**src/rtl/rrsa_pkg.sv**
```systemverilog
package rrsa_pkg;

   localparam int ROW_WIDTH_W = 13;
   localparam logic [ROW_WIDTH_W-1:0] ROW_WIDTH_RESET = 13'd1920;

   localparam int PIX_W = 8;
   localparam int SUM_W = 16;
   localparam int COUNT_W = 5;
   localparam logic [COUNT_W-1:0] COUNT_MAX = 5'd31;

   // width / 10 as (width * 6554) >> 16, exact for every 13-bit width
   localparam int STEP_RECIP_W = 13;
   localparam logic [STEP_RECIP_W-1:0] STEP_RECIP = 13'd6554;
   localparam int STEP_SHIFT = 16;

   localparam int NUM_CHAN = 3;
   localparam int DIV_STEPS = NUM_CHAN * SUM_W;
   localparam int DIV_STEP_W = $clog2(DIV_STEPS);
   localparam int CHAN_BIT_W = $clog2(SUM_W);

   typedef logic [PIX_W-1:0] pix_type;
   typedef logic [SUM_W-1:0] sum_type;
   typedef logic [COUNT_W-1:0] count_type;

   typedef struct packed {
      sum_type red;
      sum_type green;
      sum_type blue;
   } rgb_sum_type;

   typedef struct packed {
      pix_type red;
      pix_type green;
      pix_type blue;
   } rgb_pix_type;

   typedef struct packed {
      logic busy;
      logic done;
   } div_stat_type;

   typedef enum logic [1:0] {
      ST_RUN = 2'b01,
      ST_DIV = 2'b10
   } state_type;

endpackage

```
**src/rtl/rrsa_req_if.sv**
```systemverilog
interface rrsa_req_if;
   logic               valid;
   logic               ready;
   rrsa_pkg::pix_type  red_in;
   rrsa_pkg::pix_type  green_in;
   rrsa_pkg::pix_type  blue_in;

   modport source (output valid, output red_in, output green_in, output blue_in,
                   input ready);
   modport sink (input valid, input red_in, input green_in, input blue_in,
                 output ready);
endinterface

```
**src/rtl/rrsa_rsp_if.sv**
```systemverilog
interface rrsa_rsp_if;
   logic               valid;
   logic               ready;
   rrsa_pkg::pix_type  red_avg;
   rrsa_pkg::pix_type  green_avg;
   rrsa_pkg::pix_type  blue_avg;

   modport source (output valid, output red_avg, output green_avg, output blue_avg,
                   input ready);
   modport sink (input valid, input red_avg, input green_avg, input blue_avg,
                 output ready);
endinterface

```
**src/rtl/rrsa_csr_if.sv**
```systemverilog
interface rrsa_csr_if;
   logic                                  valid;
   logic                                  ready;
   logic [rrsa_pkg::ROW_WIDTH_W-1:0]      row_width;

   modport source (output valid, output row_width, input ready);
   modport sink (input valid, input row_width, output ready);
endinterface

```
**src/rtl/rrsa_accum.sv**
```systemverilog
module rrsa_accum #(
   parameter int MAX_WIDTH = 4096
) (
   input  logic                                clock,
   input  logic                                reset,
   input  logic                                pix_take,
   input  rrsa_pkg::rgb_pix_type               pix,
   input  logic [rrsa_pkg::ROW_WIDTH_W-1:0]    row_width,
   output logic                                row_end,
   output rrsa_pkg::rgb_sum_type               sum_final,
   output rrsa_pkg::count_type                 count_final
);

   localparam int CW = $clog2(MAX_WIDTH + 1);
   localparam int RW = rrsa_pkg::ROW_WIDTH_W;
   localparam int CMPW = (CW > RW) ? CW : RW;
   localparam int PW = CW + rrsa_pkg::STEP_RECIP_W;

   logic [CW-1:0]          col_ff, col_in;
   logic [CW-1:0]          nsc_ff, nsc_in;
   rrsa_pkg::rgb_sum_type  sum_ff, sum_in;
   rrsa_pkg::count_type    count_ff, count_in;

   logic [CMPW-1:0]        rw_ext;
   logic [CW-1:0]          eff_w;
   logic [PW-1:0]          step_prod;
   logic [CW-1:0]          step_raw;
   logic [CW-1:0]          step;
   logic [CW:0]            nsc_sum;
   logic                   hit;
   logic                   take;

   always_comb begin
      rw_ext = CMPW'(row_width);
      if (rw_ext == '0) begin
         eff_w = CW'(1);
      end else if (rw_ext > CMPW'(MAX_WIDTH)) begin
         eff_w = CW'(MAX_WIDTH);
      end else begin
         eff_w = CW'(rw_ext);
      end
      step_prod = PW'(eff_w) * PW'(rrsa_pkg::STEP_RECIP);
      step_raw = CW'(step_prod >> rrsa_pkg::STEP_SHIFT);
      step = (step_raw == '0) ? CW'(1) : step_raw;

      hit = (col_ff == nsc_ff);
      take = hit && (count_ff < rrsa_pkg::COUNT_MAX);
      row_end = (col_ff >= (eff_w - CW'(1)));

      sum_final = sum_ff;
      count_final = count_ff;
      if (take) begin
         sum_final.red = sum_ff.red + rrsa_pkg::SUM_W'(pix.red);
         sum_final.green = sum_ff.green + rrsa_pkg::SUM_W'(pix.green);
         sum_final.blue = sum_ff.blue + rrsa_pkg::SUM_W'(pix.blue);
         count_final = count_ff + rrsa_pkg::COUNT_W'(1);
      end

      nsc_sum = (CW + 1)'(nsc_ff) + (CW + 1)'(step);
      nsc_in = nsc_ff;
      if (hit) begin
         // sample column parks at the limit, which no column reaches
         nsc_in = (nsc_sum > (CW + 1)'(MAX_WIDTH)) ? CW'(MAX_WIDTH) : CW'(nsc_sum);
      end

      col_in = col_ff;
      sum_in = sum_ff;
      count_in = count_ff;
      if (pix_take) begin
         if (row_end) begin
            col_in = '0;
            nsc_in = '0;
            sum_in = '0;
            count_in = '0;
         end else begin
            col_in = col_ff + CW'(1);
            sum_in = sum_final;
            count_in = count_final;
         end
      end else begin
         nsc_in = nsc_ff;
      end
   end

   always_ff @(posedge clock) begin
      if (reset) begin
         col_ff <= '0;
         nsc_ff <= '0;
         sum_ff <= '0;
         count_ff <= '0;
      end else begin
         col_ff <= col_in;
         nsc_ff <= nsc_in;
         sum_ff <= sum_in;
         count_ff <= count_in;
      end
   end

endmodule

```
**src/rtl/rrsa_div.sv**
```systemverilog
module rrsa_div (
   input  logic                       clock,
   input  logic                       reset,
   input  logic                       start,
   input  rrsa_pkg::rgb_sum_type      dividend,
   input  rrsa_pkg::count_type        divisor,
   output rrsa_pkg::div_stat_type     stat,
   output rrsa_pkg::rgb_pix_type      quot
);

   localparam int WW = rrsa_pkg::DIV_STEPS;
   localparam int SW = rrsa_pkg::DIV_STEP_W;
   localparam int CB = rrsa_pkg::CHAN_BIT_W;
   localparam int DW = rrsa_pkg::COUNT_W;

   // the three dividends sit in one shift register; quotient bits replace them
   logic [WW-1:0]   work_ff, work_in;
   logic [DW-1:0]   rem_ff, rem_in;
   logic [DW-1:0]   divisor_ff, divisor_in;
   logic [SW-1:0]   step_ff, step_in;
   logic            busy_ff, busy_in;
   logic            done_ff, done_in;

   logic [DW-1:0]   rem_base;
   logic [DW:0]     trial;
   logic            ge;

   always_comb begin
      rem_base = (step_ff[CB-1:0] == '0) ? '0 : rem_ff;
      trial = {rem_base, work_ff[WW-1]};
      ge = (trial >= {1'b0, divisor_ff});

      work_in = work_ff;
      rem_in = rem_ff;
      divisor_in = divisor_ff;
      step_in = step_ff;
      busy_in = busy_ff;
      done_in = done_ff;

      if (start) begin
         work_in = dividend;
         divisor_in = divisor;
         step_in = '0;
         busy_in = 1'b1;
         done_in = 1'b0;
      end else if (busy_ff) begin
         work_in = {work_ff[WW-2:0], ge};
         rem_in = ge ? DW'(trial - {1'b0, divisor_ff}) : DW'(trial);
         if (step_ff == SW'(WW - 1)) begin
            busy_in = 1'b0;
            done_in = 1'b1;
         end else begin
            step_in = step_ff + SW'(1);
         end
      end
   end

   always_ff @(posedge clock) begin
      if (reset) begin
         busy_ff <= 1'b0;
         done_ff <= 1'b0;
         step_ff <= '0;
      end else begin
         busy_ff <= busy_in;
         done_ff <= done_in;
         step_ff <= step_in;
      end
      work_ff <= work_in;
      rem_ff <= rem_in;
      divisor_ff <= divisor_in;
   end

   assign stat.busy = busy_ff;
   assign stat.done = done_ff;
   assign quot.red = work_ff[2 * rrsa_pkg::SUM_W +: rrsa_pkg::PIX_W];
   assign quot.green = work_ff[rrsa_pkg::SUM_W +: rrsa_pkg::PIX_W];
   assign quot.blue = work_ff[0 +: rrsa_pkg::PIX_W];

endmodule

```
**src/rtl/rgb_row_subsample_average_core.sv**
```systemverilog
// Row averager for an RGB24 raster stream. Every pixel accepted on req_bus adds to
// per-channel sums when its column is a sample column (column 0, then every
// row_width/10-th column, at least every one, at most 31 samples a row). Ordinary
// pixels are accepted back to back in the run state. The pixel that ends a row starts
// a shared bit-serial divider that yields one quotient bit a cycle over the three
// channels in turn. The input then stays held until the divider is done, and
// longer if the previous average has not yet been taken from rsp_bus. The averaged
// pixel waits in an output register so the next row streams in meanwhile. row_width
// is written through csr_bus; the user must write it only while the block is idle,
// which the block does not enforce. Zero acts as one, above MAX_WIDTH as MAX_WIDTH.
module rgb_row_subsample_average_core #(
   parameter int MAX_WIDTH = 4096
) (
   input  logic          clock,
   input  logic          reset,
   rrsa_req_if.sink      req_bus,
   rrsa_rsp_if.source    rsp_bus,
   rrsa_csr_if.sink      csr_bus
);

   rrsa_pkg::state_type                state_ff, state_in;
   logic [rrsa_pkg::ROW_WIDTH_W-1:0]   row_width_ff, row_width_in;
   logic                               rsp_valid_ff, rsp_valid_in;
   rrsa_pkg::rgb_pix_type              rsp_data_ff, rsp_data_in;
   logic                               zero_cnt_ff, zero_cnt_in;

   logic                               pix_take;
   logic                               row_end;
   logic                               div_start;
   rrsa_pkg::rgb_pix_type              pix;
   rrsa_pkg::rgb_sum_type              sum_final;
   rrsa_pkg::count_type                count_final;
   rrsa_pkg::div_stat_type             div_stat;
   rrsa_pkg::rgb_pix_type              quot;
   logic                               out_free;

   assign pix.red = req_bus.red_in;
   assign pix.green = req_bus.green_in;
   assign pix.blue = req_bus.blue_in;

   assign req_bus.ready = (state_ff == rrsa_pkg::ST_RUN);
   assign csr_bus.ready = 1'b1;
   assign pix_take = req_bus.valid && req_bus.ready;
   assign div_start = pix_take && row_end;
   assign out_free = !rsp_valid_ff || rsp_bus.ready;

   rrsa_accum #(
      .MAX_WIDTH (MAX_WIDTH)
   ) u_accum (
      .clock       (clock),
      .reset       (reset),
      .pix_take    (pix_take),
      .pix         (pix),
      .row_width   (row_width_ff),
      .row_end     (row_end),
      .sum_final   (sum_final),
      .count_final (count_final)
   );

   rrsa_div u_div (
      .clock    (clock),
      .reset    (reset),
      .start    (div_start),
      .dividend (sum_final),
      .divisor  (count_final),
      .stat     (div_stat),
      .quot     (quot)
   );

   always_comb begin
      state_in = state_ff;
      row_width_in = row_width_ff;
      rsp_valid_in = rsp_valid_ff;
      rsp_data_in = rsp_data_ff;
      zero_cnt_in = zero_cnt_ff;

      if (csr_bus.valid) begin
         row_width_in = csr_bus.row_width;
      end
      if (rsp_valid_ff && rsp_bus.ready) begin
         rsp_valid_in = 1'b0;
      end

      case (state_ff)
         rrsa_pkg::ST_RUN: begin
            if (div_start) begin
               zero_cnt_in = (count_final == '0);
               state_in = rrsa_pkg::ST_DIV;
            end
         end
         rrsa_pkg::ST_DIV: begin
            if (div_stat.done && out_free) begin
               // an empty row reports all zeros
               rsp_data_in = zero_cnt_ff ? '0 : quot;
               rsp_valid_in = 1'b1;
               state_in = rrsa_pkg::ST_RUN;
            end
         end
         default: begin
            state_in = rrsa_pkg::ST_RUN;
         end
      endcase
   end

   always_ff @(posedge clock) begin
      if (reset) begin
         state_ff <= rrsa_pkg::ST_RUN;
         row_width_ff <= rrsa_pkg::ROW_WIDTH_RESET;
         rsp_valid_ff <= 1'b0;
      end else begin
         state_ff <= state_in;
         row_width_ff <= row_width_in;
         rsp_valid_ff <= rsp_valid_in;
      end
      rsp_data_ff <= rsp_data_in;
      zero_cnt_ff <= zero_cnt_in;
   end

   assign rsp_bus.valid = rsp_valid_ff;
   assign rsp_bus.red_avg = rsp_data_ff.red;
   assign rsp_bus.green_avg = rsp_data_ff.green;
   assign rsp_bus.blue_avg = rsp_data_ff.blue;

`ifndef SYNTHESIS
   a_no_pixel_while_dividing: assert property (@(posedge clock) disable iff (reset)
      !(req_bus.ready && div_stat.busy))
      else $error("input ready while divider busy");

   a_row_end_starts_divide: assert property (@(posedge clock) disable iff (reset)
      (req_bus.valid && req_bus.ready && row_end) |=> (div_stat.busy && !req_bus.ready))
      else $error("row end did not start divider");

   a_result_after_divide: assert property (@(posedge clock) disable iff (reset)
      $rose(rsp_bus.valid) |-> $past(div_stat.done))
      else $error("result transaction without finished divide");
`endif

endmodule
```
**src/flat_wrapper.sv**
```systemverilog
// flat-port wrapper written by rule: the top's interface ports become plain ports
module rgb_row_subsample_average_core_flat 
#(
   parameter int MAX_WIDTH = 4096
)
  (clock, reset, req_bus_valid, req_bus_red_in, req_bus_green_in, req_bus_blue_in, req_bus_ready, rsp_bus_valid, rsp_bus_red_avg, rsp_bus_green_avg, rsp_bus_blue_avg, rsp_bus_ready, csr_bus_valid, csr_bus_row_width, csr_bus_ready);
  rrsa_req_if req_bus_i ();
  rrsa_rsp_if rsp_bus_i ();
  rrsa_csr_if csr_bus_i ();
  input  logic clock;
  input  logic reset;
  input wire logic [$bits(req_bus_i.valid)-1:0] req_bus_valid;
  input wire logic [$bits(req_bus_i.red_in)-1:0] req_bus_red_in;
  input wire logic [$bits(req_bus_i.green_in)-1:0] req_bus_green_in;
  input wire logic [$bits(req_bus_i.blue_in)-1:0] req_bus_blue_in;
  output wire logic [$bits(req_bus_i.ready)-1:0] req_bus_ready;
  output wire logic [$bits(rsp_bus_i.valid)-1:0] rsp_bus_valid;
  output wire logic [$bits(rsp_bus_i.red_avg)-1:0] rsp_bus_red_avg;
  output wire logic [$bits(rsp_bus_i.green_avg)-1:0] rsp_bus_green_avg;
  output wire logic [$bits(rsp_bus_i.blue_avg)-1:0] rsp_bus_blue_avg;
  input wire logic [$bits(rsp_bus_i.ready)-1:0] rsp_bus_ready;
  input wire logic [$bits(csr_bus_i.valid)-1:0] csr_bus_valid;
  input wire logic [$bits(csr_bus_i.row_width)-1:0] csr_bus_row_width;
  output wire logic [$bits(csr_bus_i.ready)-1:0] csr_bus_ready;
  assign req_bus_i.valid = req_bus_valid;
  assign req_bus_i.red_in = req_bus_red_in;
  assign req_bus_i.green_in = req_bus_green_in;
  assign req_bus_i.blue_in = req_bus_blue_in;
  assign req_bus_ready = req_bus_i.ready;
  assign rsp_bus_valid = rsp_bus_i.valid;
  assign rsp_bus_red_avg = rsp_bus_i.red_avg;
  assign rsp_bus_green_avg = rsp_bus_i.green_avg;
  assign rsp_bus_blue_avg = rsp_bus_i.blue_avg;
  assign rsp_bus_i.ready = rsp_bus_ready;
  assign csr_bus_i.valid = csr_bus_valid;
  assign csr_bus_i.row_width = csr_bus_row_width;
  assign csr_bus_ready = csr_bus_i.ready;
  rgb_row_subsample_average_core #(.MAX_WIDTH(MAX_WIDTH)) u_core (.clock(clock), .reset(reset), .req_bus(req_bus_i), .rsp_bus(rsp_bus_i), .csr_bus(csr_bus_i));
endmodule
```
**config.mk**
```make
export PLATFORM = sky130hd
export DESIGN_NAME = rgb_row_subsample_average_core_flat
export DESIGN_NICKNAME = d
export VERILOG_FILES = /design/src/rtl/rrsa_pkg.sv /design/src/rtl/rrsa_req_if.sv /design/src/rtl/rrsa_rsp_if.sv /design/src/rtl/rrsa_csr_if.sv /design/src/rtl/rrsa_accum.sv /design/src/rtl/rrsa_div.sv /design/src/rtl/rgb_row_subsample_average_core.sv /design/src/flat_wrapper.sv
export SDC_FILE = /design/constraint.sdc
export NUM_CORES = 1
export LEC_CHECK = 0
export ABC_AREA = 0
export BUFFER_PORTS_ARGS = -buffer_cell sky130_fd_sc_hd__buf_2
export CORE_MARGIN = 5
export CORE_UTILIZATION = 39
export CTS_BUF_LIST = sky130_fd_sc_hd__clkbuf_16
export DETAILED_ROUTE_END_ITERATION = 8
export PLACE_DENSITY_LB_ADDON = 0.15
export SLEW_MARGIN = 25
export SYNTH_ARGS = -nofsm -noshare
export SYNTH_HDL_FRONTEND = slang
export SYNTH_SLANG_ARGS = --single-unit
```
**constraint.sdc**
```tcl
create_clock -name clock -period 9.4 [get_ports clock]
set_input_delay 1.41 -clock clock [delete_from_list [all_inputs] [get_ports clock]]
set_output_delay 1.41 -clock clock [all_outputs]
set_load 0.02 [all_outputs]
```
==> results of run 1 <==
-- state kept, by name (all words and copies together) (netlist names) --
register                  cells
u_core.u_accum.sum_ff        48
u_core.u_accum.col_ff        13
u_core.rsp_bus.green_avg      8
u_core.rsp_bus.blue_avg       8
u_core.rsp_bus.red_avg        8
u_core.u_div.divisor_ff       5
u_core.state_ff               2
u_core.row_width_ff          13
u_core.zero_cnt_ff            1
u_core.u_div.rem_ff           5
u_core.u_div.step_ff          6
u_core.u_div.done_ff          1
u_core.u_accum.count_ff       5
u_core.u_accum.nsc_ff        13
u_core.u_div.work_ff         48
u_core.u_div.busy_ff          1
u_core.rsp_bus.valid          1
-- cell families (layout without fill, tap and decap cells) --
kind of cell	Yosys count	after routing	synth area share, %
other cells	2	2	0.05609
compound gates	310	310	14.88
mux	19	19	1.430
buf+inv	201	260	5.719
simple gates	402	402	14.62
flops	186	186	34.02
fa+ha+maj	211	211	22.35
xor+xnor	106	106	6.934
-- synthesized netlist by cell type (15+ instances only) --
| cell type | instances | area [µm²] |
|---|---|---|
| ha_1 | 164 | 2052 |
| inv_1 | 148 | 555.5 |
| nand2_1 | 119 | 446.7 |
| nor2_1 | 110 | 412.9 |
| dfxtp_1 | 103 | 2062 |
| a21oi_1 | 84 | 420.4 |
| edfxtp_1 | 83 | 2492 |
| o21ai_0 | 57 | 285.3 |
| xor2_1 | 54 | 473.0 |
| xnor2_1 | 52 | 455.4 |
| fa_1 | 47 | 940.9 |
| clkbuf_1 | 41 | 153.9 |
| nor2b_1 | 34 | 212.7 |
| a31oi_1 | 28 | 175.2 |
| nand3_1 | 27 | 135.1 |
| a21o_1 | 22 | 165.2 |
| or3_1 | 20 | 125.1 |
| a22oi_1 | 18 | 135.1 |
| mux2i_1 | 18 | 180.2 |
| nand4_1 | 16 | 100.1 |
| and3_1 | 15 | 93.84 |
-- worst reg2reg max path: cells and delay by family, from the launching register on --
family / cells / cell delay, ns
DFF: 1 / 0.31
and+or+nand+nor: 4 / 1.65
xor gates and xnor gates: 1 / 0.16
AOI/OAI and AO/OA: 12 / 2.60
adders and majority gates: 8 / 3.08
buffers and inverters: 6 / 0.74
-- stage by stage --
step / cells / power (mW) / area [µm²] / worst slack [ns] / hold WS, ns
final: 1944 / 3.584 / 14780 / 0.7935 / 0.4808
after global routing: 1944 / 3.899 / 14780 / 0.1496 / 0.5155
after CTS: 1944 / 3.612 / 14780 / 0.8045 / 0.4837
after detailed placement: 1912 / 2.866 / 14190 / 0.7891 / 0.4756
after global placement: 1912 / 2.849 / 14180 / 0.9416 / 0.4651
after floorplan: 1437 / 2.417 / 13390 / 1.515 / 0.4427
-- power groups by stage --
stage	clock (mW)	combinational, mW	sequential [mW]
final	0.739	1.88	0.962
after floorplan	0	1.46	0.961
after detailed placement	0	1.89	0.980
after global placement	0	1.87	0.978
after CTS	0.756	1.90	0.961
after global routing	0.793	2.14	0.970
-- routing by layer --
layer	track usage [%]	vias to the layer above	wire, µm
met2	27.42	190	14720
met3	2.499	31	1214
li1	-	5089	-
met1	23.94	4890	16050
met4	3.982	0	503
met5	0	-	0
-- how the worst max path moves through the flow --
stage	startpoint	endpoint	slack, ns	cells past startpoint
floorplan	u_core.row_width_ff[12]	u_core.u_accum.nsc_ff[0]	1.52	32
global placement	u_core.row_width_ff[12]	u_core.u_accum.nsc_ff[1]	0.94	31
detailed placement	u_core.row_width_ff[12]	u_core.u_accum.nsc_ff[6]	0.79	31
CTS	u_core.row_width_ff[12]	u_core.u_accum.nsc_ff[6]	0.80	31
global route	u_core.row_width_ff[12]	u_core.u_accum.nsc_ff[6]	0.15	29
finish	u_core.row_width_ff[12]	u_core.u_accum.nsc_ff[6]	0.79	31
-- layout make-up --
type                       instances  area, µm²  share of cell area [%]
multi-input combinational       1050       8088                   54.73
clock buffer                      17      425.4                   2.879
sequential                       186       4554                   30.82
timing repair buffer              79      425.4                   2.879
tap                              448      560.5                   3.793
clock inverter                    15      165.2                   1.118
inverter                         149      559.3                   3.785
==> flow_metrics.tcl, run 1 <==
set metrics [dict create \
    num-fill-cells 3328 \
    fp-row-count 67 \
    routed_via_density 5.247 \
    antenna_found_initial 0 \
    ant_nets 0 \
    period_needed_ns 8.607 \
    ir_worst_vdd_mv 0.1504 \
    ys_seq_area_share_pct 34.02 \
    ys_types 72 \
    initialDrtViolationCount 537 \
    drt-total-wl_um 32480 \
    worst-r2r-cell-count 31 \
    critPathRequiredTime_ns 9.78 \
    fmax_ghz 0.1162 \
    worstHoldStart "u_core.u_accum.sum_ff[23]" \
    layout_commonest_cell "ha_1" \
    fp.dieArea_mm2 0.03814 \
    drc_errors 0 \
    ys_warn_count 0 \
    powerDensity_mw_per_mm2 242.5 \
    grt_max_degree 60 \
    clock_latency_ns 0.44 \
    dr_total_vias 10200 \
    slowest_delay_ns 0.57 \
    clkPwrFrac_pct 20.6 \
    start_kind "register" \
    netlist_instances 1437 \
    grt_pass1_vias 9907 \
    fin_skew_ns 0.01096 \
    setup_viol_count_final 0 \
    grt_pass1_wl_um 52540 \
    arrival_ns 8.99 \
    combPwrFrac_pct 52.5 \
    io_pins 69 \
    dieHeight_um 195.3 \
    slowest_stage "nor2_1" \
    hold_violations 0 \
    worstMarginPinSlew_ns 1.003 \
    swShare_pct 43.01 \
    gp_congestion 0.8490 \
    hold_buffers 0 \
    layout-drive-gt1-share_pct 8.957 \
    cts_tree "built" \
    cts_buffer_depth 2 \
    cts_buffers 17 \
    initial_core_util_pct 39.73 \
    area.growth.synth_to_final_pct 10.37 \
    layout.nets 1736 \
    syn_nets 1690 \
    r2r_end "u_core.u_accum.nsc_ff[6]" \
    maxCapViolCount 0 \
    hold_path.class "reg2reg" \
    p_int_mw 2.042 \
    worst-r2r-setup-slack_ns 0.79 \
    ys_seq_elements 186 \
    min_path_cells 2 \
    power_frac_seq_pct 26.9 \
    critPathKind "reg2reg" \
    io_buffers 67 \
    cts.sinks 186 \
    endpoint_kind "register" \
    hpwl_um 24200 \
    chipWidth_um 195.3 \
    fin_tns_setup_ns 0 \
    core-area_mm2 0.03370 \
    crit_top_cell "inv_1" \
    dr.pass1.iters 5 \
    synth-edff-count 83 \
    rsz0062_at_grt "no" \
    avgSynthCellArea_um2 9.317 \
    clk_pin_slew_ns 0.07 \
    synth_flop_cell "dfxtp_1" \
    worst_hold_path.endpoint "u_core.u_accum.sum_ff[23]" \
    routedWlPerCell_um 16.71 \
    outcome "complete, no violations" \
    htree_num_levels 4 \
    maxSlewViolCount 0 \
    cts_resized 0 \
    grt_overflow_total 0 \
    netlist_area_mm2 0.01339 \
    cts_root_buf "clkbuf_16" \
    crit_family "adder cells" \
    final_cell_mix "ha_1 (164), inv_1 (149), nand2_1 (118)" \
    min_period_over_period_pct 91.56 \
    power.switching_mw 1.541 \
    cp_max_fo 12 \
    leakage_nw 6.615 \
    antennaDiodeCount 0 \
    cts_setup_buffers 0 \
    async_flop_share_pct 0 \
    r2r-start "u_core.row_width_ff[12]" \
    grt_usage_pct 16.90 \
    final_core_util_pct 43.85 \
    path_buf_inv 6 \
    relSlewSlack_pct 32.91 \
]
No activity file was read; power rests on OpenSTA's default activity.
==> inputs of run 2 (changes only) <==
--- a/config.mk
+++ b/config.mk
@@ -6,10 +6,11 @@
 export NUM_CORES = 1
 export LEC_CHECK = 0
 export ABC_AREA = 0
-export BUFFER_PORTS_ARGS = -buffer_cell sky130_fd_sc_hd__buf_2
+export BUFFER_PORTS_ARGS = -buffer_cell sky130_fd_sc_hd__buf_4
 export CORE_MARGIN = 5
 export CORE_UTILIZATION = 39
 export CTS_BUF_LIST = sky130_fd_sc_hd__clkbuf_16
+export CTS_CLUSTER_DIAMETER = 200
 export DETAILED_ROUTE_END_ITERATION = 8
 export PLACE_DENSITY_LB_ADDON = 0.15
 export SLEW_MARGIN = 25
==> constraint.sdc (replaced) <==
create_clock -name clock -period 9.4 [get_ports clock]
set_input_delay 0.94 -clock clock [delete_from_list [all_inputs] [get_ports clock]]
set_output_delay 0.94 -clock clock [all_outputs]
set_load 0.02 [all_outputs]
==> run 2 against run 1 <==
Compared with the run above: utilization increased by 0.44 points; sequential cell count is the same; final cell count did not move; final area grew 1.0%; fmax down 0.59%; global-route usage about the same; largest power group unchanged; sequential share of layout area down 0.31 points.
==> flow_metrics.tcl, run 2 (synthesis results as in run 1) <==
set metrics [dict create \
    outcome "complete, no violations" \
    start_kind "register" \
    grt_pass1_vias 9834 \
    slowest_delay_ns 0.59 \
    ant_nets 0 \
    initialDrtViolationCount 672 \
    grt_pass1_wl_um 52640 \
    rsz0062_at_grt "no" \
    critPathRequiredTime_ns 9.78 \
    dr.pass1.iters 5 \
    fp-row-count 67 \
    htree_num_levels 4 \
    cts_resized 0 \
    fin_ws_ns 0.7423 \
    layout-drive-gt1-share_pct 9.024 \
    io_buffers 67 \
    clock_latency_ns 0.43 \
    num-fill-cells 3307 \
    whs_ns 0.4796 \
    cts_setup_buffers 0 \
    dp.cells 1912 \
    slowest_stage "nor2_1" \
    cts.sinks 186 \
    cts_buffer_depth 2 \
    min_period_over_period_pct 92.10 \
    dr_total_vias 10090 \
    period_needed_ns 8.658 \
    dieHeight_um 195.3 \
    fin_tns_setup_ns 0 \
    maxCapViolCount 0 \
    gp_congestion 0.8456 \
    initial_core_util_pct 39.73 \
    grt_usage_pct 16.89 \
    relSlewSlack_pct 31.96 \
    final_cell_mix "ha_1 (164), inv_1 (150), nand2_1 (118)" \
    fp.dieArea_mm2 0.03814 \
    total_power_mw 3.560 \
    setup_viol_count_final 0 \
    regArea_mm2 0.004554 \
    layout_commonest_cell "ha_1" \
    routedWlPerCell_um 16.58 \
    fin_skew_ns 0.01265 \
    cts_root_buf "clkbuf_16" \
    endpoint_kind "register" \
    place_ws_ns 0.7654 \
    core-area_mm2 0.03370 \
    multi_input_comb_area_mm2 0.008085 \
    layout.nets 1736 \
    routed_via_density 5.191 \
    top_regs "u_core.u_accum.sum_ff: 48 flops, u_core.u_div.work_ff: 48 flops" \
    cts_buffers 17 \
    crit_top_cell "inv_1" \
    ir_worst_vdd_mv 0.1474 \
    grt_max_degree 60 \
    cp_max_fo 12 \
    drc_errors 0 \
    drt-total-wl_um 32230 \
    leakage_nw 6.671 \
    arrival_ns 9.03 \
    hold_buffers 0 \
    area.growth.synth_to_final_pct 11.48 \
    cts_tree "built" \
    fmax_ghz 0.1155 \
    finalNonFillerCells 1944 \
    worst-r2r-setup-slack_ns 0.74 \
    worstMarginPinSlew_ns 1.017 \
    io_pins 69 \
    antennaDiodeCount 0 \
    clk_pin_slew_ns 0.07 \
    critPathKind "reg2reg" \
    grt_overflow_total 0 \
    chipWidth_um 195.3 \
    powerDensity_mw_per_mm2 238.5 \
    hold_violations 0 \
    hold_path.class "reg2reg" \
    hpwl_um 24220 \
    maxSlewViolCount 0 \
    antenna_found_initial 0 \
]
[run 2: changes by cell type in the layout (fill, tap and decap cells not counted), sizes merged]
cell,delta
inv,-2
clkbuf,+1
clkinv,+2
bufinv,-1
[run 2: metal layers]
layer / wire length [µm] / global-route usage (%)
met5: 0 / 0
met2: 14730 / 27.04
met1: 16200 / 24.55
met3: 923 / 2.447
met4: 377 / 3.258
[run 2: area by class of cell]
class | count | area share [%]
clock inverter | 14 | 0.8298
clock buffer | 18 | 3.018
multi-input combinational | 1050 | 54.17
tap | 448 | 3.755
timing repair buffer | 79 | 3.973
sequential | 186 | 30.51
inverter | 149 | 3.747
[run 2: worst paths after layout]
kind | startpoint | to | depth (start not counted)
setup / recovery | u_core.row_width_ff[12] | u_core.u_accum.nsc_ff[3] | 29
setup reg to reg | u_core.row_width_ff[12] | u_core.u_accum.nsc_ff[3] | 29
hold reg to reg | u_core.u_accum.sum_ff[23] | u_core.u_accum.sum_ff[23] | 2
hold / removal | u_core.u_accum.sum_ff[23] | u_core.u_accum.sum_ff[23] | 2
[run 2: critical path: cells and delay by family, from the launching register on]
family | cells | cell delay [ns]
adder cells (fa/ha/maj) | 8 | 3.32
AO/OA/AOI/OAI | 9 | 2.07
AND/OR/NAND/NOR | 5 | 1.97
buffers and inverters | 6 | 0.79
flip-flops | 1 | 0.31
XOR/XNOR | 1 | 0.16
[run 2: report_power, final]
group	internal, mW	switching (mW)	total, mW
logic	0.748	1.14	1.89
clock network	0.383	0.327	0.710
registers	0.902	0.0605	0.962
total	2.03	1.53	3.56
[run 2: through the flow]
| step | instance area [µm²] | utilization (%) |
|---|---|---|
| 2_1_floorplan | 13390 | - |
| 3_3_place_gp | 14350 | 42.57 |
| 3_5_place_dp | 14350 | 42.57 |
| 4_1_cts | 14920 | 44.28 |
| 5_1_grt | 14930 | 44.29 |
| 6_report | 14930 | 44.29 |
==> inputs of run 3 (changes only) <==
--- a/config.mk
+++ b/config.mk
@@ -13,6 +13,7 @@
 export CTS_CLUSTER_DIAMETER = 200
 export DETAILED_ROUTE_END_ITERATION = 8
 export PLACE_DENSITY_LB_ADDON = 0.15
+export RECOVER_POWER = 100
 export SLEW_MARGIN = 25
 export SYNTH_ARGS = -nofsm -noshare
 export SYNTH_HDL_FRONTEND = slang
==> run 3 against run 2 <==
Compared with the run above: fmax grew 0.13%; the run now ends with capacitance limit, slew limit left; first-iteration DRC count decreased by 5.7%; critical path depth stayed put; setup slack better by 0.011 ns; sequential share of layout area rose by 0.29 points; critical path type unchanged; register-to-register slack about the same; largest power group unchanged; sequential power hardly changed; utilization shrank 0.42 points; die area unchanged; non-clock buffer count is the same; clock skew is essentially flat; routed wire length increased by 0.20%.
==> flow_metrics.tcl, run 3 (synthesis results as in run 1) <==
set metrics [dict create \
    period_needed_ns 8.647 \
    worstMarginPinSlew_ns 3.291 \
    fp-row-count 67 \
    fp.dieArea_mm2 0.03814 \
    power_frac_seq_pct 27.1 \
    rsz0062_at_grt "no" \
    whs_ns 0.4810 \
    fin_skew_ns 0.01221 \
    routed_via_density 5.202 \
    initialDrtViolationCount 634 \
    clock_latency_ns 0.44 \
    total_power_mw 3.557 \
    maxSlewViolCount 253 \
    hold_path.class "reg2reg" \
    r2r_end "u_core.u_accum.nsc_ff[3]" \
    initial_core_util_pct 39.73 \
    dieHeight_um 195.3 \
    drc_errors 0 \
    htree_num_levels 4 \
    dr.pass1.iters 7 \
    power.switching_mw 1.526 \
    crit_family "adder cells" \
    startpoint "u_core.row_width_ff[12]" \
    layout.nets 1736 \
    slowest_delay_ns 0.58 \
    critPathKind "reg2reg" \
    antenna_found_initial 0 \
    grt_pass1_vias 9834 \
    p_int_mw 2.031 \
    worst-r2r-setup-slack_ns 0.75 \
    leakage_nw 6.540 \
    crit_top_cell "inv_1" \
    finalNonFillerCells 1944 \
    io_pins 69 \
    cp_max_fo 12 \
    setup_viol_count_final 0 \
    worstHoldStart "u_core.u_accum.sum_ff[23]" \
    fin_tns_setup_ns 0 \
    clkPwrFrac_pct 20.0 \
    critPathRequiredTime_ns 9.78 \
    endpoint_kind "register" \
    core-area_mm2 0.03370 \
    fin_ws_ns 0.7532 \
    ir_worst_vdd_mv 0.1462 \
    grt_overflow_total 0 \
    grt_usage_pct 16.89 \
    place_ws_ns 0.7654 \
    powerDensity_mw_per_mm2 240.6 \
    min_period_over_period_pct 91.99 \
    swShare_pct 42.89 \
    area.growth.synth_to_final_pct 10.42 \
    grt_pass1_wl_um 52640 \
    start_kind "register" \
    combPwrFrac_pct 53.0 \
    antennaDiodeCount 0 \
    cts_setup_buffers 0 \
    worst_hold_path.endpoint "u_core.u_accum.sum_ff[23]" \
    ant_nets 0 \
    relSlewSlack_pct -119.4 \
    hold_buffers 0 \
    dr_total_vias 10110 \
    violations "capacitance limit, slew limit" \
    arrival_ns 9.02 \
    top_regs "u_core.u_accum.sum_ff: 48 flops, u_core.u_div.work_ff: 48 flops" \
    routedWlPerCell_um 16.61 \
    final_cell_mix "ha_1 (164), inv_1 (150), nand2_1 (118)" \
    cts_buffers 17 \
    drt-total-wl_um 32290 \
    worst-r2r-cell-count 29 \
    hold_violations 0 \
    layout_commonest_cell "ha_1" \
    grt_max_degree 60 \
    io_buffers 67 \
    maxCapViolCount 5 \
    gp_congestion 0.8456 \
    outcome "finished, violations left" \
    cts.sinks 186 \
    cts_root_buf "clkbuf_16" \
    path_buf_inv 6 \
    min_path_cells 2 \
    cts_tree "built" \
    slowest_stage "nor2_1" \
    r2r-start "u_core.row_width_ff[12]" \
    clk_pin_slew_ns 0.08 \
    layout-drive-gt1-share_pct 6.551 \
    chipWidth_um 195.3 \
    dp.cells 1912 \
    cts_resized 0 \
    hpwl_um 24220 \
    cts_buffer_depth 2 \
    fmax_ghz 0.1157 \
]
==> run 3: tightest hold or removal path, cell delays in order (launching register included) <==
cell and delay, ns:
dfxtp_1 0.33, nand2_1 0.06, o31ai_1 0.05
==> run 3: worst max path at each step <==
stage,slack [ns],depth (start not counted),to
floorplan,1.52,32,u_core.u_accum.nsc_ff[0]
global placement,0.96,31,u_core.u_accum.nsc_ff[6]
detailed placement,0.77,29,u_core.u_accum.nsc_ff[3]
CTS,0.77,29,u_core.u_accum.nsc_ff[3]
global route,0.07,29,u_core.u_accum.nsc_ff[3]
finish,0.75,29,u_core.u_accum.nsc_ff[3]
==> run 3: power groups by stage <==
stage                     Clock (mW)  Sequential, mW  Combinational, mW
after floorplan                    0           0.961               1.46
after global placement             0           0.977               1.87
after detailed placement           0           0.979               1.88
after CTS                      0.728           0.961               1.90
after global routing           0.763           0.972               2.13
final                          0.710           0.963               1.88
==> run 3: metrics by stage <==
step	utilization (%)	area, µm²
finish	43.87	14780
CTS	44.28	14920
floorplan	-	13390
detailed placement	42.57	14350
global route	43.87	14780
global placement	42.57	14350
==> run 3: layout make-up <==
type                       instances  area (µm²)
sequential                       186        4554
multi-input combinational       1050        8074
clock inverter                    14       123.9
clock buffer                      18       450.4
timing repair buffer              79       461.7
inverter                         149       559.3
fill                            3330       18920
tap                              448       560.5
==> run 3: layer usage <==
layer / track usage (%) / vias to the layer above / share of wire, %
li1: - / 5103 / -
met2: 27.04 / 165 / 46
met1: 24.55 / 4821 / 51
met4: 3.258 / 0 / 1.2
met3: 2.447 / 23 / 2.7
met5: 0 / - / 0
